--- config.mk ---
export PLATFORM = sky130hd
export DESIGN_NAME = sha1_hash_engine_flat
export DESIGN_NICKNAME = d
export VERILOG_FILES = /design/src/sv/sha1_pkg.sv /design/src/sv/sha1_stream_if.sv /design/src/sv/sha1_sched_mem.sv /design/src/sv/sha1_hash_engine.sv /design/src/flat_wrapper.sv
export SDC_FILE = /design/constraint.sdc
export NUM_CORES = 2
export LEC_CHECK = 0
export BUFFER_PORTS_ARGS = -buffer_cell sky130_fd_sc_hd__buf_2
export CORE_UTILIZATION = 30
export CTS_BUF_LIST = sky130_fd_sc_hd__clkbuf_2 sky130_fd_sc_hd__clkbuf_4 sky130_fd_sc_hd__clkbuf_8
export DETAILED_ROUTE_END_ITERATION = 10
export PLACE_DENSITY_LB_ADDON = 0.3
export SYNTH_ARGS = -nofsm -noshare
export SYNTH_HDL_FRONTEND = slang
export SYNTH_SLANG_ARGS = --single-unit
--- constraint.sdc ---
create_clock -name clk -period 13.5 [get_ports clk]
set_input_delay 1.35 -clock clk [delete_from_list [all_inputs] [get_ports clk]]
set_output_delay 1.35 -clock clk [all_outputs]
set_load 0.01 [all_outputs]
--- src/sv/sha1_pkg.sv ---
// Shared types and constants for the SHA-1 hash engine.
`timescale 1ns / 1ps
package sha1_pkg;
  localparam logic [31:0] K0 = 32'h5A827999;
  localparam logic [31:0] K1 = 32'h6ED9EBA1;
  localparam logic [31:0] K2 = 32'h8F1BBCDC;
  localparam logic [31:0] K3 = 32'hCA62C1D6;
  localparam logic [31:0] H0 = 32'h67452301;
  localparam logic [31:0] H1 = 32'hEFCDAB89;
  localparam logic [31:0] H2 = 32'h98BADCFE;
  localparam logic [31:0] H3 = 32'h10325476;
  localparam logic [31:0] H4 = 32'hC3D2E1F0;
  localparam logic [7:0]  PAD_BYTE = 8'h80;

  typedef struct packed {
    logic [7:0] data_byte;
    logic       has_byte;
    logic       last;
  } in_item_t;

  typedef struct packed {
    logic [31:0] digest_word;
    logic [2:0]  word_index;
    logic        last_word;
  } out_item_t;

  function automatic logic [31:0] init_h(input logic [2:0] i);
    case (i)
      3'd0: init_h = H0;
      3'd1: init_h = H1;
      3'd2: init_h = H2;
      3'd3: init_h = H3;
      default: init_h = H4;
    endcase
  endfunction

  function automatic logic [31:0] round_k(input logic [6:0] t);
    if (t < 7'd20) round_k = K0;
    else if (t < 7'd40) round_k = K1;
    else if (t < 7'd60) round_k = K2;
    else round_k = K3;
  endfunction

  function automatic logic [31:0] round_f(input logic [6:0] t, input logic [31:0] b,
                                         input logic [31:0] c, input logic [31:0] d);
    if (t < 7'd20) round_f = (b & c) ^ (~b & d);
    else if (t >= 7'd40 && t < 7'd60) round_f = (b & c) ^ (b & d) ^ (c & d);
    else round_f = b ^ c ^ d;
  endfunction
endpackage

--- src/sv/sha1_stream_if.sv ---
// Valid/ready stream interface for the hash engine channels.
`timescale 1ns / 1ps
interface sha1_stream_if #(parameter int W = 10);
  logic         valid;
  logic         ready;
  logic [W-1:0] payload;
  modport source (output valid, output payload, input ready);
  modport sink (input valid, input payload, output ready);
endinterface

--- src/sv/sha1_sched_mem.sv ---
// Sixteen-word schedule memory with registered read port.
`timescale 1ns / 1ps
module sha1_sched_mem (
  input  logic        clk,
  input  logic        we,
  input  logic [3:0]  waddr,
  input  logic [31:0] wdata,
  input  logic [3:0]  raddr,
  output logic [31:0] rdata
);
  logic [31:0] mem [16];
  always_ff @(posedge clk) begin
    if (we) mem[waddr] <= wdata;
    rdata <= mem[raddr];
  end
endmodule

--- src/sv/sha1_hash_engine.sv ---
// SHA-1 hash engine top level: byte gathering, padding and round sequencer.
//
// Usage: message bytes enter on channel in_ch, one beat per byte, payload
// {data_byte, has_byte, last}. A beat with last set closes the message; it
// may carry no byte. Digest words leave on out_ch as five beats, word 0
// first, payload {digest_word, word_index, last_word}.
// A byte that does not complete a block is stored and the engine stays
// ready for the next beat. A completed block is loaded into the schedule
// memory, four bytes gathered per word, then compressed in 80 rounds,
// rounds past 15 each making four schedule reads through the one
// registered port, and then folded into the chain value.
// A last beat sweeps the rest of the block with padding, compresses it,
// and adds a second padding block when the length does not fit; then the
// five words are offered, and a done state follows the fifth. Each word
// waits until taken, and a stalled receiver holds the engine, which
// accepts no beat meanwhile.
// Reset loads the initial chain value and clears the byte count and bit
// count; memory contents are undefined and always written before read.
`timescale 1ns / 1ps
module sha1_hash_engine import sha1_pkg::*; (
  input logic clk,
  input logic rst,
  sha1_stream_if.sink   in_ch,
  sha1_stream_if.source out_ch
);
  typedef enum logic [6:0] {
    S_IDLE = 7'b0000001, S_PAD = 7'b0000010, S_LOAD = 7'b0000100,
    S_RND = 7'b0001000, S_FOLD = 7'b0010000, S_OUT = 7'b0100000,
    S_DONE = 7'b1000000
  } state_t;

  state_t      state;
  in_item_t    item;
  logic [31:0] h [5];
  logic [31:0] a, b, c, d, e;
  logic [5:0]  fill_count;
  logic [63:0] message_bits;
  logic        finishing, second_pad, padded;
  logic [7:0]  blk [64];
  logic [5:0]  pad_idx;
  logic [4:0]  ld_cnt;
  logic [7:0]  bread;
  logic [31:0] word_acc;
  logic [6:0]  rnd;
  logic [2:0]  phase;
  logic [31:0] xacc;
  logic [2:0]  oidx;
  logic        swe;
  logic [3:0]  swaddr, sraddr;
  logic [31:0] swdata, srdata;

  sha1_sched_mem u_sched (.clk, .we(swe), .waddr(swaddr), .wdata(swdata),
                          .raddr(sraddr), .rdata(srdata));

  assign item = in_ch.payload;
  assign in_ch.ready = (state == S_IDLE);
  assign out_ch.valid = (state == S_OUT);
  assign out_ch.payload = {h[oidx], oidx, oidx == 3'd4};

  // byte memory read port, registered
  logic [5:0] brd_addr;
  always_ff @(posedge clk) bread <= blk[brd_addr];

  logic [3:0] rt4;
  logic [31:0] tmp;
  assign rt4 = rnd[3:0];
  // rotate left by one applied to full xor
  logic [31:0] wx;
  assign wx = xacc ^ srdata;
  assign tmp = {a[26:0], a[31:27]} + round_f(rnd, b, c, d) + e +
               ((rnd < 7'd16) ? srdata : {wx[30:0], wx[31]}) + round_k(rnd);

  always_comb begin
    swe = 1'b0; swaddr = rt4; swdata = {wx[30:0], wx[31]}; sraddr = rt4;
    brd_addr = {ld_cnt[3:0], phase[1:0]};
    if (state == S_LOAD) begin
      swaddr = ld_cnt[3:0];
      swdata = {word_acc[23:0], bread};
      swe = (phase == 3'd4);
    end else if (state == S_RND && rnd >= 7'd16) begin
      case (phase)
        3'd0: sraddr = rt4 - 4'd3;
        3'd1: sraddr = rt4 - 4'd8;
        3'd2: sraddr = rt4 - 4'd14;
        default: sraddr = rt4;
      endcase
      swe = (phase == 3'd4);
    end
  end

  always_ff @(posedge clk) begin
    if (state == S_IDLE && in_ch.valid && item.has_byte) blk[fill_count] <= item.data_byte;
    else if (state == S_PAD) begin
      if (pad_idx == fill_count && !second_pad) blk[pad_idx] <= PAD_BYTE;
      else if (pad_idx >= 6'd56 && !(fill_count > 6'd55 && !second_pad))
        blk[pad_idx] <= message_bits[8'd63 - {2'b0, pad_idx[2:0], 3'b0} -: 8];
      else blk[pad_idx] <= 8'h00;
    end
  end

  always_ff @(posedge clk) begin
    if (rst) begin
      state <= S_IDLE; fill_count <= '0; message_bits <= '0; finishing <= 1'b0;
      second_pad <= 1'b0; padded <= 1'b0; oidx <= '0; ld_cnt <= '0; phase <= '0;
      rnd <= '0; pad_idx <= '0;
      for (int i = 0; i < 5; i++) h[i] <= init_h(3'(i));
    end else begin
      case (state)
        S_IDLE: if (in_ch.valid) begin
          finishing <= item.last;
          second_pad <= 1'b0;
          if (item.has_byte) begin
            message_bits <= message_bits + 64'd8;
            fill_count <= fill_count + 6'd1;
          end
          if (item.has_byte && fill_count == 6'd63) begin
            state <= S_LOAD; ld_cnt <= '0; phase <= '0; padded <= 1'b0;
          end else if (item.last) begin
            state <= S_PAD; padded <= 1'b1;
            pad_idx <= item.has_byte ? fill_count + 6'd1 : fill_count;
          end
        end
        S_PAD: begin
          // sweep from pad byte (or block start) to end of block
          pad_idx <= pad_idx + 6'd1;
          if (pad_idx == 6'd63) begin
            state <= S_LOAD; ld_cnt <= '0; phase <= '0;
          end
        end
        S_LOAD: begin
          // gather 4 bytes then write word
          if (phase != 3'd0) word_acc <= {word_acc[23:0], bread};
          if (phase == 3'd4) begin
            phase <= '0;
            if (ld_cnt == 5'd15) begin
              state <= S_RND; rnd <= '0;
              a <= h[0]; b <= h[1]; c <= h[2]; d <= h[3]; e <= h[4];
            end
            ld_cnt <= ld_cnt + 5'd1;
          end else phase <= phase + 3'd1;
        end
        S_RND: begin
          if (phase == 3'd4) begin
            e <= d; d <= c; c <= {b[1:0], b[31:2]}; b <= a; a <= tmp;
            phase <= '0;
            rnd <= rnd + 7'd1;
            if (rnd == 7'd79) state <= S_FOLD;
          end else if (rnd < 7'd16) begin
            phase <= 3'd4;
          end else begin
            phase <= phase + 3'd1;
            xacc <= (phase == 3'd1) ? srdata : xacc ^ srdata;
          end
        end
        S_FOLD: begin
          h[0] <= h[0] + a; h[1] <= h[1] + b; h[2] <= h[2] + c;
          h[3] <= h[3] + d; h[4] <= h[4] + e;
          if (!finishing) state <= S_IDLE;
          else if (!padded) begin
            // last byte filled the block; padding starts a fresh one
            padded <= 1'b1; state <= S_PAD; pad_idx <= fill_count;
          end else if (fill_count > 6'd55 && !second_pad) begin
            // length did not fit; second block carries zeros and count
            second_pad <= 1'b1; state <= S_PAD; pad_idx <= '0;
          end else begin
            state <= S_OUT; oidx <= '0;
          end
        end
        S_OUT: if (out_ch.ready) begin
          oidx <= oidx + 3'd1;
          if (oidx == 3'd4) state <= S_DONE;
        end
        S_DONE: begin
          state <= S_IDLE; fill_count <= '0; message_bits <= '0; finishing <= 1'b0;
          for (int i = 0; i < 5; i++) h[i] <= init_h(3'(i));
        end
        default: state <= S_IDLE;
      endcase
    end
  end
endmodule

--- src/flat_wrapper.sv ---
// flat-port wrapper written by rule: the top's interface ports become plain ports
module sha1_hash_engine_flat import sha1_pkg::*;
  (clk, rst, in_ch_valid, in_ch_payload, in_ch_ready, out_ch_valid, out_ch_payload, out_ch_ready);
  sha1_stream_if in_ch_i ();
  sha1_stream_if out_ch_i ();
  input logic clk;
  input logic rst;
  input wire logic [$bits(in_ch_i.valid)-1:0] in_ch_valid;
  input wire logic [$bits(in_ch_i.payload)-1:0] in_ch_payload;
  output wire logic [$bits(in_ch_i.ready)-1:0] in_ch_ready;
  output wire logic [$bits(out_ch_i.valid)-1:0] out_ch_valid;
  output wire logic [$bits(out_ch_i.payload)-1:0] out_ch_payload;
  input wire logic [$bits(out_ch_i.ready)-1:0] out_ch_ready;
  assign in_ch_i.valid = in_ch_valid;
  assign in_ch_i.payload = in_ch_payload;
  assign in_ch_ready = in_ch_i.ready;
  assign out_ch_valid = out_ch_i.valid;
  assign out_ch_payload = out_ch_i.payload;
  assign out_ch_i.ready = out_ch_ready;
  sha1_hash_engine u_core (.clk(clk), .rst(rst), .in_ch(in_ch_i), .out_ch(out_ch_i));
endmodule
# After elaboration in Yosys (flattened, before gate mapping)
# Memories as Yosys holds them, arrays and structs flattened. A register that Yosys moved wholly into a read port is not among the register bits.
# Index checks and enable logic that the tools add are counted.
# totals
register_bits,320
latchBits,0
ram_bits,1184
romBits,0
in_bits,14
out_inout_bits,12
wordCells,295
mem_count,3
# op_classes
addsub,20
multipliers,0
n_div,0
order_cmp,8
n_eq_ne,34
n_shift,1
muxes,152
bitwise_logic,26
n_reduce_logical,33
# mem_list
memory,words,word_bits,rd,rd_ports_with_merged_regs,wr,line,source
u_core.blk,64,8,1,1,1,sha1_hash_engine.sv:39,logic [7:0] blk [64];
u_core.u_sched.mem,16,32,1,1,1,sha1_sched_mem.sv:11,logic [31:0] mem [16];
u_core.h,5,32,6,1,5,sha1_hash_engine.sv:34,logic [31:0] h [5];
# op_table
op,count
2-to-1 mux 32 bit,47
one-hot mux 32 bit (2 select lines),5
adder 32 bit,9
XOR 32 bit,6
AND 32 bit,4
2-to-1 mux 64 bit,2
one-hot mux 64 bit (2 select lines),1
2-to-1 mux 7 bit,15
variable part select 71 x 9 -> 8 bit,1
"adder 64 x 4 -> 64 bit, second input constant",1
2-to-1 mux 6 bit,10
one-hot mux 7 bit (6 select lines),1
2-to-1 mux 1 bit,38
2-to-1 mux 3 bit,12
inverter 32 bit,1
2-to-1 mux 31 bit,1
2-to-1 mux 8 bit,3
2-to-1 mux 5 bit,4
"!= test 2 bit, second input constant",10
AND reduction 5 bit,4
one-hot mux 6 bit (3 select lines),1
AND reduction 4 bit,4
one-hot mux 5 bit (3 select lines),1
"equality test 7 bit, second input constant",2
other kinds (48),91

# Logic depth before layout (Yosys ltp)
# depth
word_depth,13
mapped_depth,27
mapped_depth_nobuf,25

# Cells and area by module
# A second synthesis with hierarchy kept.
# unflattened
cells_unflattened,5378
hier_area_um2,73888.4
# by_module_without_submodules
mod,instances,cells_per_inst,area_each_um2,seq_area_each_um2
sha1_hash_engine,1,4540,54053.1,28907.7
sha1_sched_mem,1,838,19835.3,16015.4

# Worst setup path before layout
# Ideal clock, no wire load.
# synth_path
path_type,reg2reg
startpoint,register u_core.phase[0]
endpoint,"register u_core.a[0], enable pin"
setup_time_ns,0.683
t_arrival_ns,8.585
t_required_ns,12.817
slack_ns,4.232
stages_incl_launch_ff,9
cell_sequence,dfxtp_1 > buf_1 > clkbuf_1 > inv_1 > ha_1 > and2_1 > clkbuf_1 > nand2b_1 > nor2_1
# synth_via
elab_chain_cells,3
elab_cells_between_ends,4
cone_classes,eq/ne: 3; reduce/logical: 1
# synth_rtl
item,line,source
start: declaration,sha1_hash_engine.sv:45,logic [2:0] phase;
start signal: assignment,sha1_hash_engine.sv:140,end else phase <= phase + 3'd1;
start signal: assignment,sha1_hash_engine.sv:151,phase <= phase + 3'd1;
equality test 3 bit (*),"sha1_hash_engine.sv:133, sha1_hash_engine.sv:143",
!= test 2 bit (no source line),--,
AND reduction 5 bit (no source line) (*),--,
end signal: assignment,sha1_hash_engine.sv:137,a <= h[0]; b <= h[1]; c <= h[2]; d <= h[3]; e <= h[4];
end: declaration,sha1_hash_engine.sv:35,"logic [31:0] a, b, c, d, e;"
# Mark *: on every way between the ends. The rest lies on a longest branch, timed or not.
# A chain may end at the register's enable or synchronous reset.

# Worst setup path after layout
# layout_path
startpoint,register u_core.rnd[3]
endpoint,register u_core.a[30] (data pin)
# layout_via
elab_chain_cells,10
elab_cells_between_ends,18
cone_classes,add/sub: 4; order compare: 5; mux: 8; reduce/logical: 1
# layout_rtl
item,line,source
start: declaration,sha1_hash_engine.sv:44,logic [6:0] rnd;
start signal: assignment,sha1_hash_engine.sv:146,rnd <= rnd + 7'd1;
greater-or-equal comparator 7 x 6 -> 1 bit / < comparator 7 x 6 -> 1 bit (equally long branches),"sha1_pkg.sv:47, sha1_pkg.sv:40",
logical AND 1 bit,sha1_pkg.sv:47,else if (t >= 7'd40 && t < 7'd60) round_f = (b & c) ^ (b & d) ^ (c & d);
2-to-1 mux 32 bit,sha1_pkg.sv:47,
2-to-1 mux 32 bit,sha1_pkg.sv:46,if (t < 7'd20) round_f = (b & c) ^ (~b & d);
adder 32 bit (3 in series),sha1_hash_engine.sv:70,"assign tmp = {a[26:0], a[31:27]} + round_f(rnd, b, c, d) + e +"
adder 32 bit (*),sha1_hash_engine.sv:71,"((rnd < 7'd16) ? srdata : {wx[30:0], wx[31]}) + round_k(rnd);"
2-to-1 mux 32 bit (*),sha1_hash_engine.sv:143,if (phase == 3'd4) begin
one-hot mux 32 bit (2 select lines) (*),sha1_hash_engine.sv:108,case (state)
# Mark *: on every way between the ends. The rest lies on a longest branch, timed or not. The select of a mux whose other input is x is not followed.

==> results.md <==
| Parameter | This run | Unit |
| --- | --- | --- |
| Post-detailed-route count of antenna-violating nets | 0 | - |
| Clock Latency Late Sink | 1.04 | ns |
| Main area contributors after synthesis | edfxtp_1, mux4_2, nand2_1, dfxtp_1, ha_1 | - |
| Slew of the pin with the lowest slew margin | 1.34 | ns |
| Internal power | 7.82 | mW |
| Top cells by instance count after synthesis | edfxtp_1, nand2_1, nor2_1 | - |
| GR Overflow Total | 0 | - |
| Clock root buffer | clkbuf_8 | - |
| Share of total power consumed by net switching | 22.3 | % |
| RSZ-0062 raised after global routing | false | - |
| Initial DRT Pass Iterations | 6 | - |
| Vias in the first global route | 47600 | - |
| Syn Nets | 6216 | - |
| DRC violations left | 0 | - |
| Starting utilization of the core area | 30.3 | % |
| Launch instance of the worst min-delay path | u_core.word_acc[10] | - |
| Inserted Clock Buffers | 288 | - |
| Net count reported at finish | 6320 | - |
| Max Transition Viols Final | 0 | - |
| Post-synthesis average cell area | 12.7 | sq um |
| Number of synthesized register bits | 1544 | - |
| Buffers from clock root to sink, at most | 4 | - |
| Number of antenna violations at the first check in global routing | 13 | - |
| Worst min-delay path category | flip-flop to flip-flop | - |
| Number of sinks driven by the clock tree | 1544 | - |
| Met2 routed wirelength | 96.5 | mm |
| Power share of the clock group | 43.5 | % |
| Minimum setup slack in the final design | 6.28 | ns |
| Max-capacitance violation count | 0 | - |
| Number of cell rows | 182 | - |
| Hold Fails Final Rpt | 0 | - |
| Max layer used | met5 | - |
| Total Die Area | 251000 | sq um |
| Origin of the critical flop-to-flop path | u_core.rnd[3] | - |
| Post-place setup slack | 6.35 | ns |
| Post-Route Utilization | 34.1 | % |
| Port bufs | 25 | - |
| Final-layout worst hold slack | 0.444 | ns |
| Average routed wire per standard cell | 21.3 | um |
| Number of failing setup endpoints in the final timing report | 0 | - |
| Switching power total | 2.25 | mW |
| Largest net degree at the start of global routing | 185 | - |
| Largest fanout on the critical path | 25 | - |
| Total Neg Setup Slack | 0 | ns |
| Worst voltage drop across the vdd grid | 0.0884 | mV |
| Sink of the worst hold path | u_core.word_acc[18] | - |
| Cell variety after synth | 92 | - |
| CP max stage delay | 0.57 | ns |
| Share of Yosys cell area claimed by the top area cell type | 56.2 | % |
| Capturing element type of the critical path | flip-flop | - |
| Cell-by-cell trace of the critical path | a41oi_1 -> buf_4 -> nand2_1 -> buf_4 -> nand2_1 -> inv_2 -> a221o_1 -> fa_1 -> fa_1 -> inv_1 -> fa_1 -> inv_1 -> ha_1 -> a21o_1 -> a221o_1 -> a221o_1 -> nor3_1 -> o31ai_1 -> a211oi_1 -> o21ai_1 -> a31oi_1 -> o22ai_1 | - |
| Height of the chip | 501 | um |
| Period utilization | 53.5 | % |
| Post-route clock skew | 0.0808 | ns |
| Cell at the slowest stage of the critical path | dfxtp_1 | - |
| Max Clock Freq | 0.138 | GHz |
| Final Routed Wirelength | 202 | mm |
| Routed met3 length | 9.46 | mm |
| First-pass GRT wire length | 305 | mm |
| End of the worst register-to-register path | u_core.a[30] | - |
| Number of instances in the synthesized netlist | 5871 | - |
| Clock period minus final worst setup slack | 7.22 | ns |
| Relative contribution of combinational cells to total power | 4.0 | % |
| IO Pins | 26 | - |
| Type of the worst setup path | flip-flop to flip-flop | - |
| CTS H-tree lvls | 5 | - |
| Share of post-route cells with drive strength above 1 | 13.1 | % |
| Count of warnings emitted by yosys | 0 | - |
| Vias per inst | 5.04 | - |
| Reg2reg path depth | 22 | - |
| Crit path launch type | flip-flop | - |
| Die Width | 501 | um |
| Arrival time reported for the critical path endpoint | 7.96 | ns |
| Cell Pwr Density | 120 | nW/um^2 |
| Dominant register cell in the synthesized netlist | edfxtp_1 | - |
| Worst path required time | 14.23 | ns |
| Min-Delay Path Depth | 0 | - |
| Syn-to-layout area delta | 12.7 | % |
| Worst rel slew slack | 10.8 | % |
| Count of flip-flops with a built-in enable after synthesis | 1400 | - |
| Cell area after technology mapping | 74800 | sq um |
| Crit path max-delay family | compound AO/OA/AOI/OAI gates | - |
| Setup slack, reg-to-reg | 6.28 | ns |
| Detailed-placement wirelength estimate | 127 | mm |
| Sequential group share of total power | 52.5 | % |
| Most instantiated library cell after synthesis | edfxtp_1 | - |
| GRT Resource Usage Total | 15.9 | % |
| Non-filler instance count after layout | 9486 | - |
| Clock transition at the registers of the reported paths | 0.06 | ns |
| DRT iter0 DRCs | 4103 | - |
| Number of buffer and inverter stages on the critical path | 5 | - |
| Leading area contributor after synthesis | edfxtp_1 | - |
| Std-Cell Core Area | 247000 | sq um |
| Via count | 47800 | - |
| Hold-fix buffers, CTS | 0 | - |
| Run status | finished clean | - |
| Post-cts gate resize count | 0 | - |
| RePlAce Congestion | 0.856 | - |
| Leakage | 28.8 | nW |
| Metal1 wirelength | 89.7 | mm |
| Instance count after placement with tap cells included | 8997 | - |
| TritonCTS clock tree | done | - |
| Sequential cell area fraction in the yosys report | 60.1 | % |
| Number of post-CTS setup repair buffers | 0 | - |
| Proportion of synthesized flip-flops having asynchronous set or reset | 0 | % |
==> power groups by stage <==
stage | registers (mW) | logic, mW | clock network [mW]
5_1_grt | 5.29 | 0.445 | 4.67
3_5_place_dp | 5.38 | 0.406 | 0
2_1_floorplan | 5.38 | 0.270 | 0
4_1_cts | 5.29 | 0.409 | 4.48
3_3_place_gp | 5.38 | 0.399 | 0
6_report | 5.29 | 0.402 | 4.38
==> worst max path at each step <==
| stage | start | end | cells past startpoint |
|---|---|---|---|
| floorplan | u_core.phase[0] | u_core.a[0] | 8 |
| global placement | u_core.rnd[3] | u_core.a[30] | 22 |
| detailed placement | u_core.rnd[3] | u_core.a[30] | 22 |
| CTS | u_core.rnd[3] | u_core.a[30] | 22 |
| global route | u_core.rnd[3] | u_core.a[30] | 21 |
| finish | u_core.rnd[3] | u_core.a[30] | 22 |
==> metrics by stage <==
stage / total power [mW] / instance area, sq um
floorplan: 5.65 / 74800
global placement: 5.78 / 78800
detailed placement: 5.79 / 78800
CTS: 10.2 / 84200
global route: 10.4 / 84200
finish: 10.1 / 84200
==> metal layers <==
layer  vias to the layer above  GRT usage (%)
li1                      22100              -
met1                     24100           21.4
met2                      1236           26.2
met3                       369           2.22
met4                         4           5.58
met5                         -              0
==> layout by cell type (no fill, tap or decap), drive strengths merged, types with 32 or more instances in the layout <==
| cell | netlist | final |
|---|---|---|
| o21ai | 243 | 243 |
| clkinv | 2 | 66 |
| nand2 | 883 | 883 |
| nand2b | 48 | 48 |
| nor2 | 391 | 391 |
| mux2i | 41 | 41 |
| nand3 | 71 | 71 |
| edfxtp | 1400 | 1400 |
| a31oi | 80 | 80 |
| inv | 211 | 211 |
| a211oi | 194 | 194 |
| a311oi | 69 | 69 |
| ha | 216 | 216 |
| or3 | 35 | 35 |
| xor2 | 104 | 104 |
| xnor2 | 181 | 181 |
| a21o | 82 | 82 |
| nor2b | 32 | 32 |
| a21oi | 327 | 327 |
| and2 | 153 | 153 |
| nand4 | 36 | 36 |
| dfxtp | 144 | 144 |
| buf | 71 | 102 |
| nor3 | 41 | 41 |
| clkbuf | 217 | 414 |
| fa | 115 | 115 |
| mux4 | 187 | 187 |
==> layout make-up <==
class / instances / area, sq um
Timing Repair Buffer: 102 / 716
Sequential cell: 1544 / 44900
Inverter: 213 / 800
Fill cell: 24300 / 163000
Tap cell: 3312 / 4140
Multi-Input combinational cell: 3826 / 28200
Clock buffer: 414 / 5070
Clock inverter: 72 / 392
Antenna cell: 3 / 7.51
==> cell families (layout without fill, tap and decap cells) <==
| group | after synthesis | after routing | synth area share, % |
|---|---|---|---|
| simple gates | 1771 | 1771 | 10.6 |
| flops | 1544 | 1544 | 60.1 |
| compound gates | 1205 | 1205 | 10.4 |
| buf+inv | 501 | 801 | 2.62 |
| fa+ha+maj | 331 | 331 | 6.70 |
| xor+xnor | 285 | 285 | 3.34 |
| mux | 234 | 234 | 6.27 |
| other cells | 0 | 3 | 0 |
==> state kept, by name (all words and copies together), names as in the netlist, 8 cells and up, named ones only <==
| register | flops |
|---|---|
| u_core.u_sched.mem | 512 |
| u_core.bread | 8 |
| u_core.message_bits | 61 |
| u_core.xacc | 32 |
| u_core.word_acc | 24 |
| u_core.blk | 512 |
| u_core.h | 160 |
| u_core.u_sched.rdata | 32 |
| u_core.d | 32 |
| u_core.b | 32 |
| u_core.e | 32 |
| u_core.a | 32 |
| u_core.c | 32 |
==> worst register-to-register path, delay by kind of cell, from the launching register on <==
family          cells  cell delay, ns
compound gates     10            2.39
fa+ha+maj           4            1.90
buf+inv             5            1.14
flops               1            0.57
simple gates        3            0.95
Note: power is estimated with default switching activity, not from simulation.
